## src/rtl/cgs_pkg.sv

```systemverilog
// ----------------------------------------------------------------------------
// cgs_pkg
// Shared types and constants of the color gradient sampler: stop layout,
// register indexes, queue entry and queue status.
// ----------------------------------------------------------------------------
`default_nettype none

package cgs_pkg;

  // fixed point and stop layout
  localparam int MAX_STOPS = 6;
  localparam int POS_W     = 17;               // unsigned Q1.16 position
  localparam int IN_W      = 18;               // signed Q1.16 sample position
  localparam int RGB_W     = 24;
  localparam int CH_W      = 8;
  localparam int CNT_W     = 3;                // stop count register width
  localparam int SEL_W     = 3;                // index over MAX_STOPS stops
  localparam int STOP_W    = POS_W + RGB_W;    // 41
  localparam int IDX_W     = 3;                // configuration index width
  localparam int FRAC_W    = 16;
  localparam int QUO_W     = FRAC_W + 1;       // factor 0..65536
  localparam int REM_W     = POS_W + 1;
  localparam int DCNT_W    = 5;                // divider step counter
  localparam int PROD_W    = CH_W + QUO_W;     // 25

  localparam logic [POS_W-1:0] ONE_Q16 = POS_W'(1) << FRAC_W;

  // small queue between front and back
  localparam int QDEPTH  = 2;
  localparam int QPTR_W  = 1;
  localparam int QCNT_W  = 2;

  // configuration register indexes
  typedef enum logic [IDX_W-1:0] {
    REG_STOP_COUNT = 3'd0,
    REG_STOP_0     = 3'd1,
    REG_STOP_1     = 3'd2,
    REG_STOP_2     = 3'd3,
    REG_STOP_3     = 3'd4,
    REG_STOP_4     = 3'd5,
    REG_STOP_5     = 3'd6
  } cgs_reg_t;

  // back end sequencer states
  typedef enum logic [1:0] {
    ST_IDLE,
    ST_DIV,
    ST_MUL,
    ST_DONE
  } cgs_state_t;

  // one classified item: either a flat color (c0) or a span to interpolate
  typedef struct packed {
    logic             lerp;
    logic [POS_W-1:0] num;    // t - p0
    logic [POS_W-1:0] span;   // p1 - p0
    logic [RGB_W-1:0] c0;
    logic [RGB_W-1:0] c1;
  } cgs_item_t;

  // queue status toward front and back
  typedef struct packed {
    logic              full;
    logic              empty;
    logic [QCNT_W-1:0] count;
  } cgs_qstat_t;

endpackage : cgs_pkg

`default_nettype wire

```

## src/rtl/color_gradient_sampler_unit.sv

```systemverilog
// ----------------------------------------------------------------------------
// color_gradient_sampler_unit
// Piecewise linear color gradient: each sample position gives one RGB item.
// ----------------------------------------------------------------------------
// Usage:
//   cfg_* writes register cfg_index: 0 is the stop count, 1..6 are the stops
//   (bits 40..24 position Q1.16, bits 23..0 red green blue). Write only while
//   no item is in flight; cfg_ready is always high.
//   in_* takes one signed Q1.16 sample position per item; out_* returns the
//   color of that position, one item for each input item, in order.
//   The front stage clamps and classifies each item as it is accepted and
//   places it in a two-entry queue; the back stage works one item at a time.
//   For a position inside a span the back end takes the item from the queue,
//   runs 17 steps of the bit-serial divider for the blend factor, blends
//   and passes the color to the output register; a position on or beyond
//   the end stops, or with no stops, skips the divide and blend steps.
//   While out_tready is low the output register holds its item and the back
//   stage waits with the next color; the queue still fills, then in_tready
//   drops. Reset clears the stop count and stops (black output) and empties
//   the queue and output register.
// ----------------------------------------------------------------------------
`default_nettype none

module color_gradient_sampler_unit (
  input  wire logic        clk,
  input  wire logic        rst_n,
  // configuration write channel
  input  wire logic        cfg_valid,
  output logic             cfg_ready,
  input  wire logic [2:0]  cfg_index,
  input  wire logic [40:0] cfg_data,
  // sample input
  input  wire logic        in_tvalid,
  output logic             in_tready,
  input  wire logic [23:0] in_tdata,   // [17:0] position, [23:18] zero
  // color output
  output logic             out_tvalid,
  input  wire logic        out_tready,
  output logic [23:0]      out_tdata   // [7:0] red, [15:8] green, [23:16] blue
);
  import cgs_pkg::*;

  cgs_item_t  wr_item;
  cgs_item_t  rd_item;
  cgs_qstat_t qstat;
  logic       push;
  logic       pop;

  cgs_front u_front (
    .clk       (clk),
    .rst_n     (rst_n),
    .cfg_valid (cfg_valid),
    .cfg_ready (cfg_ready),
    .cfg_index (cfg_index),
    .cfg_data  (cfg_data),
    .in_tvalid (in_tvalid),
    .in_tready (in_tready),
    .in_pos    (in_tdata[IN_W-1:0]),
    .qstat     (qstat),
    .push      (push),
    .item      (wr_item)
  );

  cgs_queue u_queue (
    .clk     (clk),
    .rst_n   (rst_n),
    .push    (push),
    .wr_item (wr_item),
    .pop     (pop),
    .rd_item (rd_item),
    .qstat   (qstat)
  );

  cgs_back u_back (
    .clk        (clk),
    .rst_n      (rst_n),
    .qstat      (qstat),
    .rd_item    (rd_item),
    .pop        (pop),
    .out_tvalid (out_tvalid),
    .out_tready (out_tready),
    .out_tdata  (out_tdata)
  );

  // queue never overfills
  a_q_bound: assert property (@(posedge clk) disable iff (!rst_n)
    qstat.count <= QCNT_W'(QDEPTH))
    else $error("queue count above depth");

  // back end only takes an item that is there
  a_pop_nonempty: assert property (@(posedge clk) disable iff (!rst_n)
    pop |-> !qstat.empty)
    else $error("pop from empty queue");

  // a push without a pop grows the queue by one item
  a_push_grows: assert property (@(posedge clk) disable iff (!rst_n)
    (push && !pop) |=> (qstat.count == $past(qstat.count) + QCNT_W'(1)))
    else $error("queue count did not follow push");

  // a pop without a push shrinks the queue by one item
  a_pop_shrinks: assert property (@(posedge clk) disable iff (!rst_n)
    (pop && !push) |=> (qstat.count == $past(qstat.count) - QCNT_W'(1)))
    else $error("queue count did not follow pop");

endmodule : color_gradient_sampler_unit

`default_nettype wire

```

## src/rtl/cgs_front.sv

```systemverilog
// ----------------------------------------------------------------------------
// cgs_front
// Holds the stop registers, clamps each sample position and classifies it
// into a flat color or an interpolation span for the back end.
// ----------------------------------------------------------------------------
`default_nettype none

module cgs_front (
  input  wire logic                         clk,
  input  wire logic                         rst_n,
  // configuration writes
  input  wire logic                         cfg_valid,
  output logic                              cfg_ready,
  input  wire logic [cgs_pkg::IDX_W-1:0]    cfg_index,
  input  wire logic [cgs_pkg::STOP_W-1:0]   cfg_data,
  // sample input
  input  wire logic                         in_tvalid,
  output logic                              in_tready,
  input  wire logic [cgs_pkg::IN_W-1:0]     in_pos,
  // queue side
  input  wire cgs_pkg::cgs_qstat_t          qstat,
  output logic                              push,
  output cgs_pkg::cgs_item_t                item
);
  import cgs_pkg::*;

  logic [CNT_W-1:0]  stop_count_r, stop_count_nxt;
  logic [STOP_W-1:0] stop_r   [MAX_STOPS];
  logic [STOP_W-1:0] stop_nxt [MAX_STOPS];

  logic [POS_W-1:0] pos [MAX_STOPS];
  logic [RGB_W-1:0] rgb [MAX_STOPS];

  logic [CNT_W-1:0] n;
  logic [SEL_W-1:0] last;
  logic [POS_W-1:0] t;
  logic             found;
  logic [SEL_W-1:0] sel;
  logic [SEL_W-1:0] prev;

  assign cfg_ready = 1'b1;

  // register write decode
  always_comb begin
    stop_count_nxt = stop_count_r;
    for (int i = 0; i < MAX_STOPS; i++) begin
      stop_nxt[i] = stop_r[i];
    end
    if (cfg_valid && cfg_ready) begin
      case (cfg_index)
        REG_STOP_COUNT: stop_count_nxt = cfg_data[CNT_W-1:0];
        default: begin
          if (cfg_index inside {[REG_STOP_0:REG_STOP_5]}) begin
            stop_nxt[SEL_W'(cfg_index - REG_STOP_0)] = cfg_data;
          end
        end
      endcase
    end
  end

  always_ff @(posedge clk) begin
    if (!rst_n) begin
      stop_count_r <= '0;
      for (int i = 0; i < MAX_STOPS; i++) begin
        stop_r[i] <= '0;
      end
    end else begin
      stop_count_r <= stop_count_nxt;
      for (int i = 0; i < MAX_STOPS; i++) begin
        stop_r[i] <= stop_nxt[i];
      end
    end
  end

  // unpack stops
  always_comb begin
    for (int i = 0; i < MAX_STOPS; i++) begin
      pos[i] = stop_r[i][STOP_W-1:RGB_W];
      rgb[i] = stop_r[i][RGB_W-1:0];
    end
  end

  // clamp position and count
  always_comb begin
    if (in_pos[IN_W-1]) begin
      t = '0;
    end else if (in_pos[POS_W-1:0] > ONE_Q16) begin
      t = ONE_Q16;
    end else begin
      t = in_pos[POS_W-1:0];
    end
    n    = (stop_count_r > CNT_W'(MAX_STOPS)) ? CNT_W'(MAX_STOPS) : stop_count_r;
    last = SEL_W'(n - CNT_W'(1));
  end

  // first stop at or above t, searched from the second stop up
  always_comb begin
    found = 1'b0;
    sel   = '0;
    for (int i = MAX_STOPS - 1; i >= 1; i--) begin
      if ((CNT_W'(i) < n) && (t <= pos[i])) begin
        found = 1'b1;
        sel   = SEL_W'(i);
      end
    end
    prev = sel - SEL_W'(1);
  end

  // classify
  always_comb begin
    item.lerp = 1'b0;
    item.num  = t - pos[prev];
    item.span = pos[sel] - pos[prev];
    item.c0   = rgb[prev];
    item.c1   = rgb[sel];
    if (n == '0) begin
      item.c0 = '0;
    end else if (t <= pos[0]) begin
      item.c0 = rgb[0];
    end else if (t >= pos[last]) begin
      item.c0 = rgb[last];
    end else if (found) begin
      item.lerp = 1'b1;
    end else begin
      item.c0 = rgb[last];
    end
  end

  // handshake
  assign in_tready = !qstat.full;
  assign push      = in_tvalid && in_tready;

endmodule : cgs_front

`default_nettype wire

```

## src/rtl/cgs_queue.sv

```systemverilog
// ----------------------------------------------------------------------------
// cgs_queue
// Short register queue of classified items between front and back end.
// ----------------------------------------------------------------------------
`default_nettype none

module cgs_queue (
  input  wire logic                 clk,
  input  wire logic                 rst_n,
  input  wire logic                 push,
  input  wire cgs_pkg::cgs_item_t   wr_item,
  input  wire logic                 pop,
  output cgs_pkg::cgs_item_t        rd_item,
  output cgs_pkg::cgs_qstat_t       qstat
);
  import cgs_pkg::*;

  cgs_item_t         mem_r [QDEPTH];
  logic [QPTR_W-1:0] wr_ptr_r, wr_ptr_nxt;
  logic [QPTR_W-1:0] rd_ptr_r, rd_ptr_nxt;
  logic [QCNT_W-1:0] count_r, count_nxt;

  // pointer and fill count update
  always_comb begin
    wr_ptr_nxt = wr_ptr_r;
    rd_ptr_nxt = rd_ptr_r;
    count_nxt  = count_r;
    if (push) begin
      wr_ptr_nxt = (wr_ptr_r == QPTR_W'(QDEPTH - 1)) ? '0 : wr_ptr_r + QPTR_W'(1);
    end
    if (pop) begin
      rd_ptr_nxt = (rd_ptr_r == QPTR_W'(QDEPTH - 1)) ? '0 : rd_ptr_r + QPTR_W'(1);
    end
    if (push && !pop) begin
      count_nxt = count_r + QCNT_W'(1);
    end else if (pop && !push) begin
      count_nxt = count_r - QCNT_W'(1);
    end
  end

  always_ff @(posedge clk) begin
    if (!rst_n) begin
      wr_ptr_r <= '0;
      rd_ptr_r <= '0;
      count_r  <= '0;
    end else begin
      wr_ptr_r <= wr_ptr_nxt;
      rd_ptr_r <= rd_ptr_nxt;
      count_r  <= count_nxt;
    end
  end

  // entry storage
  always_ff @(posedge clk) begin
    if (push) begin
      mem_r[wr_ptr_r] <= wr_item;
    end
  end

  assign rd_item     = mem_r[rd_ptr_r];
  assign qstat.full  = (count_r == QCNT_W'(QDEPTH));
  assign qstat.empty = (count_r == '0);
  assign qstat.count = count_r;

endmodule : cgs_queue

`default_nettype wire

```

## src/rtl/cgs_back.sv

```systemverilog
// ----------------------------------------------------------------------------
// cgs_back
// Takes classified items from the queue; for a span it divides for the blend
// factor one bit per cycle and blends the three channels; holds the result item.
// ----------------------------------------------------------------------------
`default_nettype none

module cgs_back (
  input  wire logic                       clk,
  input  wire logic                       rst_n,
  input  wire cgs_pkg::cgs_qstat_t        qstat,
  input  wire cgs_pkg::cgs_item_t         rd_item,
  output logic                            pop,
  output logic                            out_tvalid,
  input  wire logic                       out_tready,
  output logic [cgs_pkg::RGB_W-1:0]       out_tdata
);
  import cgs_pkg::*;

  cgs_state_t state_r, state_nxt;

  logic [DCNT_W-1:0] cnt_r, cnt_nxt;
  logic [REM_W-1:0]  rem_r, rem_nxt;
  logic [QUO_W-1:0]  quo_r, quo_nxt;
  logic [POS_W-1:0]  span_r, span_nxt;
  logic [RGB_W-1:0]  c0_r, c0_nxt;
  logic [RGB_W-1:0]  c1_r, c1_nxt;
  logic [RGB_W-1:0]  res_r, res_nxt;
  logic              out_valid_r, out_valid_nxt;
  logic [RGB_W-1:0]  out_data_r, out_data_nxt;

  logic              load_out;
  logic [REM_W-1:0]  trial;
  logic              qbit;
  logic [QUO_W-1:0]  inv_f;
  logic [PROD_W-1:0] blend [3];

  // next state
  always_comb begin
    state_nxt = state_r;
    case (state_r)
      ST_IDLE: begin
        if (!qstat.empty) begin
          state_nxt = rd_item.lerp ? ST_DIV : ST_DONE;
        end
      end
      ST_DIV: begin
        if (cnt_r == '0) begin
          state_nxt = ST_MUL;
        end
      end
      ST_MUL:  state_nxt = ST_DONE;
      ST_DONE: begin
        if (load_out) begin
          state_nxt = ST_IDLE;
        end
      end
      default: state_nxt = ST_IDLE;
    endcase
  end

  // control outputs
  always_comb begin
    pop      = 1'b0;
    load_out = 1'b0;
    case (state_r)
      ST_IDLE: pop      = !qstat.empty;
      ST_DONE: load_out = !out_valid_r || out_tready;
      default: begin
        pop      = 1'b0;
        load_out = 1'b0;
      end
    endcase
  end

  // restoring divide step: first step compares num itself, later ones shift
  always_comb begin
    trial = (cnt_r == DCNT_W'(QUO_W - 1)) ? rem_r : {rem_r[REM_W-2:0], 1'b0};
    qbit  = (trial >= REM_W'(span_r));
  end

  // channel blend, c0 * (1 - f) + c1 * f
  always_comb begin
    inv_f = QUO_W'(ONE_Q16) - quo_r;
    for (int ch = 0; ch < 3; ch++) begin
      blend[ch] = PROD_W'(c0_r[ch*CH_W +: CH_W]) * PROD_W'(inv_f)
                + PROD_W'(c1_r[ch*CH_W +: CH_W]) * PROD_W'(quo_r);
    end
  end

  // datapath
  always_comb begin
    cnt_nxt  = cnt_r;
    rem_nxt  = rem_r;
    quo_nxt  = quo_r;
    span_nxt = span_r;
    c0_nxt   = c0_r;
    c1_nxt   = c1_r;
    res_nxt  = res_r;
    if (pop) begin
      cnt_nxt  = DCNT_W'(QUO_W - 1);
      rem_nxt  = REM_W'(rd_item.num);
      quo_nxt  = '0;
      span_nxt = rd_item.span;
      c0_nxt   = rd_item.c0;
      c1_nxt   = rd_item.c1;
      res_nxt  = rd_item.c0;
    end else if (state_r == ST_DIV) begin
      rem_nxt = qbit ? (trial - REM_W'(span_r)) : trial;
      quo_nxt = {quo_r[QUO_W-2:0], qbit};
      cnt_nxt = cnt_r - DCNT_W'(1);
    end else if (state_r == ST_MUL) begin
      for (int ch = 0; ch < 3; ch++) begin
        res_nxt[ch*CH_W +: CH_W] = blend[ch][FRAC_W +: CH_W];
      end
    end
  end

  // output register
  always_comb begin
    out_valid_nxt = load_out || (out_valid_r && !out_tready);
    out_data_nxt  = load_out ? res_r : out_data_r;
  end

  always_ff @(posedge clk) begin
    if (!rst_n) begin
      state_r     <= ST_IDLE;
      out_valid_r <= 1'b0;
    end else begin
      state_r     <= state_nxt;
      out_valid_r <= out_valid_nxt;
    end
  end

  always_ff @(posedge clk) begin
    cnt_r      <= cnt_nxt;
    rem_r      <= rem_nxt;
    quo_r      <= quo_nxt;
    span_r     <= span_nxt;
    c0_r       <= c0_nxt;
    c1_r       <= c1_nxt;
    res_r      <= res_nxt;
    out_data_r <= out_data_nxt;
  end

  // red lowest, then green, then blue
  assign out_tvalid = out_valid_r;
  assign out_tdata  = {out_data_r[CH_W-1:0], out_data_r[2*CH_W-1:CH_W],
                       out_data_r[RGB_W-1:2*CH_W]};

endmodule : cgs_back

`default_nettype wire
```

## config.mk

```make
export PLATFORM = sky130hd
export DESIGN_NAME = color_gradient_sampler_unit
export DESIGN_NICKNAME = d
export VERILOG_FILES = /design/src/rtl/cgs_pkg.sv /design/src/rtl/color_gradient_sampler_unit.sv /design/src/rtl/cgs_front.sv /design/src/rtl/cgs_queue.sv /design/src/rtl/cgs_back.sv
export SDC_FILE = /design/constraint.sdc
export NUM_CORES = 2
export LEC_CHECK = 0
export BUFFER_PORTS_ARGS = -buffer_cell sky130_fd_sc_hd__buf_4
export CELL_PAD_IN_SITES_DETAIL_PLACEMENT = 1
export CELL_PAD_IN_SITES_GLOBAL_PLACEMENT = 2
export CORE_MARGIN = 3
export CORE_UTILIZATION = 45
export CTS_CLUSTER_DIAMETER = 30
export DETAILED_ROUTE_END_ITERATION = 10
export PLACE_DENSITY = 0.87
export SLEW_MARGIN = 25
export SYNTH_ARGS = -nofsm -noshare
export SYNTH_HDL_FRONTEND = slang
export SYNTH_SLANG_ARGS = --single-unit
export TNS_END_PERCENT = 10
```

## constraint.sdc

```tcl
create_clock -name clk -period 24.6 [get_ports clk]
set_input_delay 4.92 -clock clk [delete_from_list [all_inputs] [get_ports clk]]
set_output_delay 4.92 -clock clk [all_outputs]
set_load 0.1 [all_outputs]
```

==> flow_metrics.env <==
export IMPL_outcome="complete, no violations"
export IMPL_synth_mux_area_frac=0.0569
export IMPL_antenna_found_initial=11
export IMPL_multi_input_area_mm2=0.0377
export IMPL_die_area_mm2=0.129
export IMPL_synth_top_family_by_area="adder cells"
export IMPL_grt_usage=0.286
export IMPL_grt_setup_unrepaired="false"
export IMPL_hpwl_mm=124
export IMPL_syn_area_mm2=0.0563
export IMPL_ys_ff_latch=576
export IMPL_synth_fp_nets=7161
export IMPL_layout_nets=7085
export IMPL_finalMaxSlewViolations=0
export IMPL_avgSynthCellArea_um2=9.30
export IMPL_drt_antenna_violating_nets=0
export IMPL_ys_async_sr_fraction=0
export IMPL_worst_pin_slew_ns=1.08
export IMPL_area_growth_pct=12.2
export IMPL_crit_required_ns=25.10
export IMPL_mostFrequentLayoutCell="nand2_1"
export IMPL_tritoncts="built"
export IMPL_hold_path_class="flop to flop"
export IMPL_fillCellCount=13900
export IMPL_grt_pass1_wl_mm=287
export IMPL_die_w_um=360
export IMPL_gp_congestion=0.856
export IMPL_postCtsSetupBuffers=0
export IMPL_cts_root_buf="clkbuf_16"
export IMPL_final_cell_mix="1320 x nand2_1, 797 x inv_1, 657 x fa_1"
export IMPL_io_buffer_count=92
export IMPL_grt_overflow_total=0
export IMPL_grt_max_degree=110
export IMPL_num_rows=129
export IMPL_synthAdderAreaFrac=0.319
export IMPL_die_h_um=360
export IMPL_cp_slowest_stage_delay_ns=0.71
export IMPL_dr_pass1_iters=7
export IMPL_yosys_warnings=0
export IMPL_via_per_inst=5.70
export IMPL_yosysUniqueCellTypes=73
export IMPL_core_mm2=0.124
export IMPL_routed_wl_mm=182
export IMPL_synthFlopType="edfxtp_1"
export IMPL_io_pins=100
export IMPL_dr_total_vias=44000
export IMPL_fin_crit_sh=0.562
export IMPL_start_util=0.454
export IMPL_h_tree_depth=4
export IMPL_synth_simple_area_share=0.157
export IMPL_cts_resized=0
export IMPL_slowest_stage="a21oi_1"
export IMPL_layout_drive_gt1_share=0.102
export IMPL_hold_buffers=0
export IMPL_synth_seq_area_share=0.258
export IMPL_fin_crit_ns=13.82
export IMPL_cp_start_kind="primary input"
export IMPL_cp_max_fo=93
export IMPL_drt_wirelength_per_cell_um=23.6
export IMPL_grt_pass1_vias=49100
export IMPL_slew_headroom=0.281
export IMPL_insertion_delay_ns=0.74
export IMPL_clk_pin_slew_worst_paths_ns=0.05
export IMPL_cp_arrival_ns=14.32
export IMPL_rrSetupSlack_ns=15.63
export IMPL_cts_max_path_buffers=3
export IMPL_register_area_mm2=0.0145
export IMPL_cap_violations=0
export IMPL_synth_edf_count=296
export IMPL_tns_ns=0
export IMPL_cts_buffers=133
export IMPL_initialDrtViolationCount=2931
export IMPL_synth_compound_area_frac=0.113
export IMPL_synth_xor_area_frac=0.0175
export IMPL_setup_viol=0
export IMPL_syn_inst=6049
export IMPL_hold_viol_final=0
export IMPL_crit_type="primary input to flop"
export IMPL_cts_sinks=576
export IMPL_maxClockFrequency_mhz=72.4
export IMPL_critPathCaptureType="flop"
export IMPL_drc=0
export IMPL_skew_ns=0.0239
-- sequential cells by signal (all words and copies together), names as in the netlist, named ones only --
name	flops
u_front.stop_r	246
u_queue.mem_r	166
u_back.c0_r	24
u_back.c1_r	24
u_back.out_data_r	24
u_back.res_r	24
u_back.rem_r	18
u_back.quo_r	17
u_back.span_r	17
u_back.cnt_r	5
u_front.stop_count_r	3
u_back.state_r	2
u_queue.count_r	2
u_back.out_tvalid	1
u_queue.rd_ptr_r	1
u_queue.wr_ptr_r	1
-- critical path, delay by kind of cell --
| kind | cells | cell delay [ns] |
|---|---|---|
| AOI/OAI and AO/OA | 16 | 4.50 |
| xor gates and xnor gates | 2 | 0.89 |
| and+or+nand+nor | 9 | 2.72 |
| buffers and inverters | 2 | 0.35 |
| adders and majority gates | 3 | 0.86 |
-- path summary, 6_finish.rpt --
kind                           end        startpoint  cells past startpoint
max           u_queue.mem_r[1][63]       in_tdata[4]                     32
min          u_back.out_data_r[15]  u_back.res_r[15]                      0
max reg2reg       u_back.res_r[15]   u_back.quo_r[2]                     27
min reg2reg  u_back.out_data_r[15]  u_back.res_r[15]                      0
-- stage by stage --
step                worst slack (ns)   util  instance area (um2)  std cells  hold slack, ns
floorplan                      11.76      -                56300       6049           0.400
global placement               10.26  0.472                58500       7474           0.402
detailed placement             10.19  0.472                58500       7475           0.405
CTS                            10.89  0.509                63100       7720           0.413
global route                   10.10  0.509                63100       7722           0.414
finish                         10.78  0.509                63100       7725           0.408
-- kinds of logic after synthesis --
family	Yosys count
buffers and inverters	1181
adders and majority gates	1039
AOI/OAI and AO/OA	909
and+or+nand+nor	2008
other	1
DFF	576
muxes	226
xor gates and xnor gates	109
-- layout make-up --
| class | count | share of cell area |
|---|---|---|
| clock buffers | 172 | 0.0576 |
| inverters | 800 | 0.0477 |
| clock inverters | 73 | 0.0152 |
| diodes | 5 | 0.000198 |
| repair buffers | 170 | 0.0205 |
| flip-flops and latches | 576 | 0.230 |
| well taps | 1637 | 0.0325 |
| multi-input cells | 4292 | 0.597 |
-- Yosys cell counts, types with 110 or more instances --
library cell,count,share of area
a21boi_0,256,0.034
a21oi_1,137,0.012
and2_1,316,0.035
clkbuf_1,330,0.022
dfxtp_1,280,0.10
edfxtp_1,296,0.16
fa_1,657,0.23
ha_1,382,0.085
inv_1,798,0.053
mux2_2,110,0.022
nand2_1,1320,0.088
nor2_1,133,0.0089
o21ai_0,122,0.011
-- per-layer routing --
metal / up-vias / GRT usage / part of all wire
met2: 1112 / 0.508 / 0.51
met4: 4 / 0.100 / 0.034
met1: 22900 / 0.354 / 0.41
met3: 353 / 0.0404 / 0.048
met5: - / 0 / 0.00015
li1: 19600 / - / -
Power is left out: the tool's default activity adds up to more than one toggle a clock period on the data nets, which glitch-free logic cannot reach.
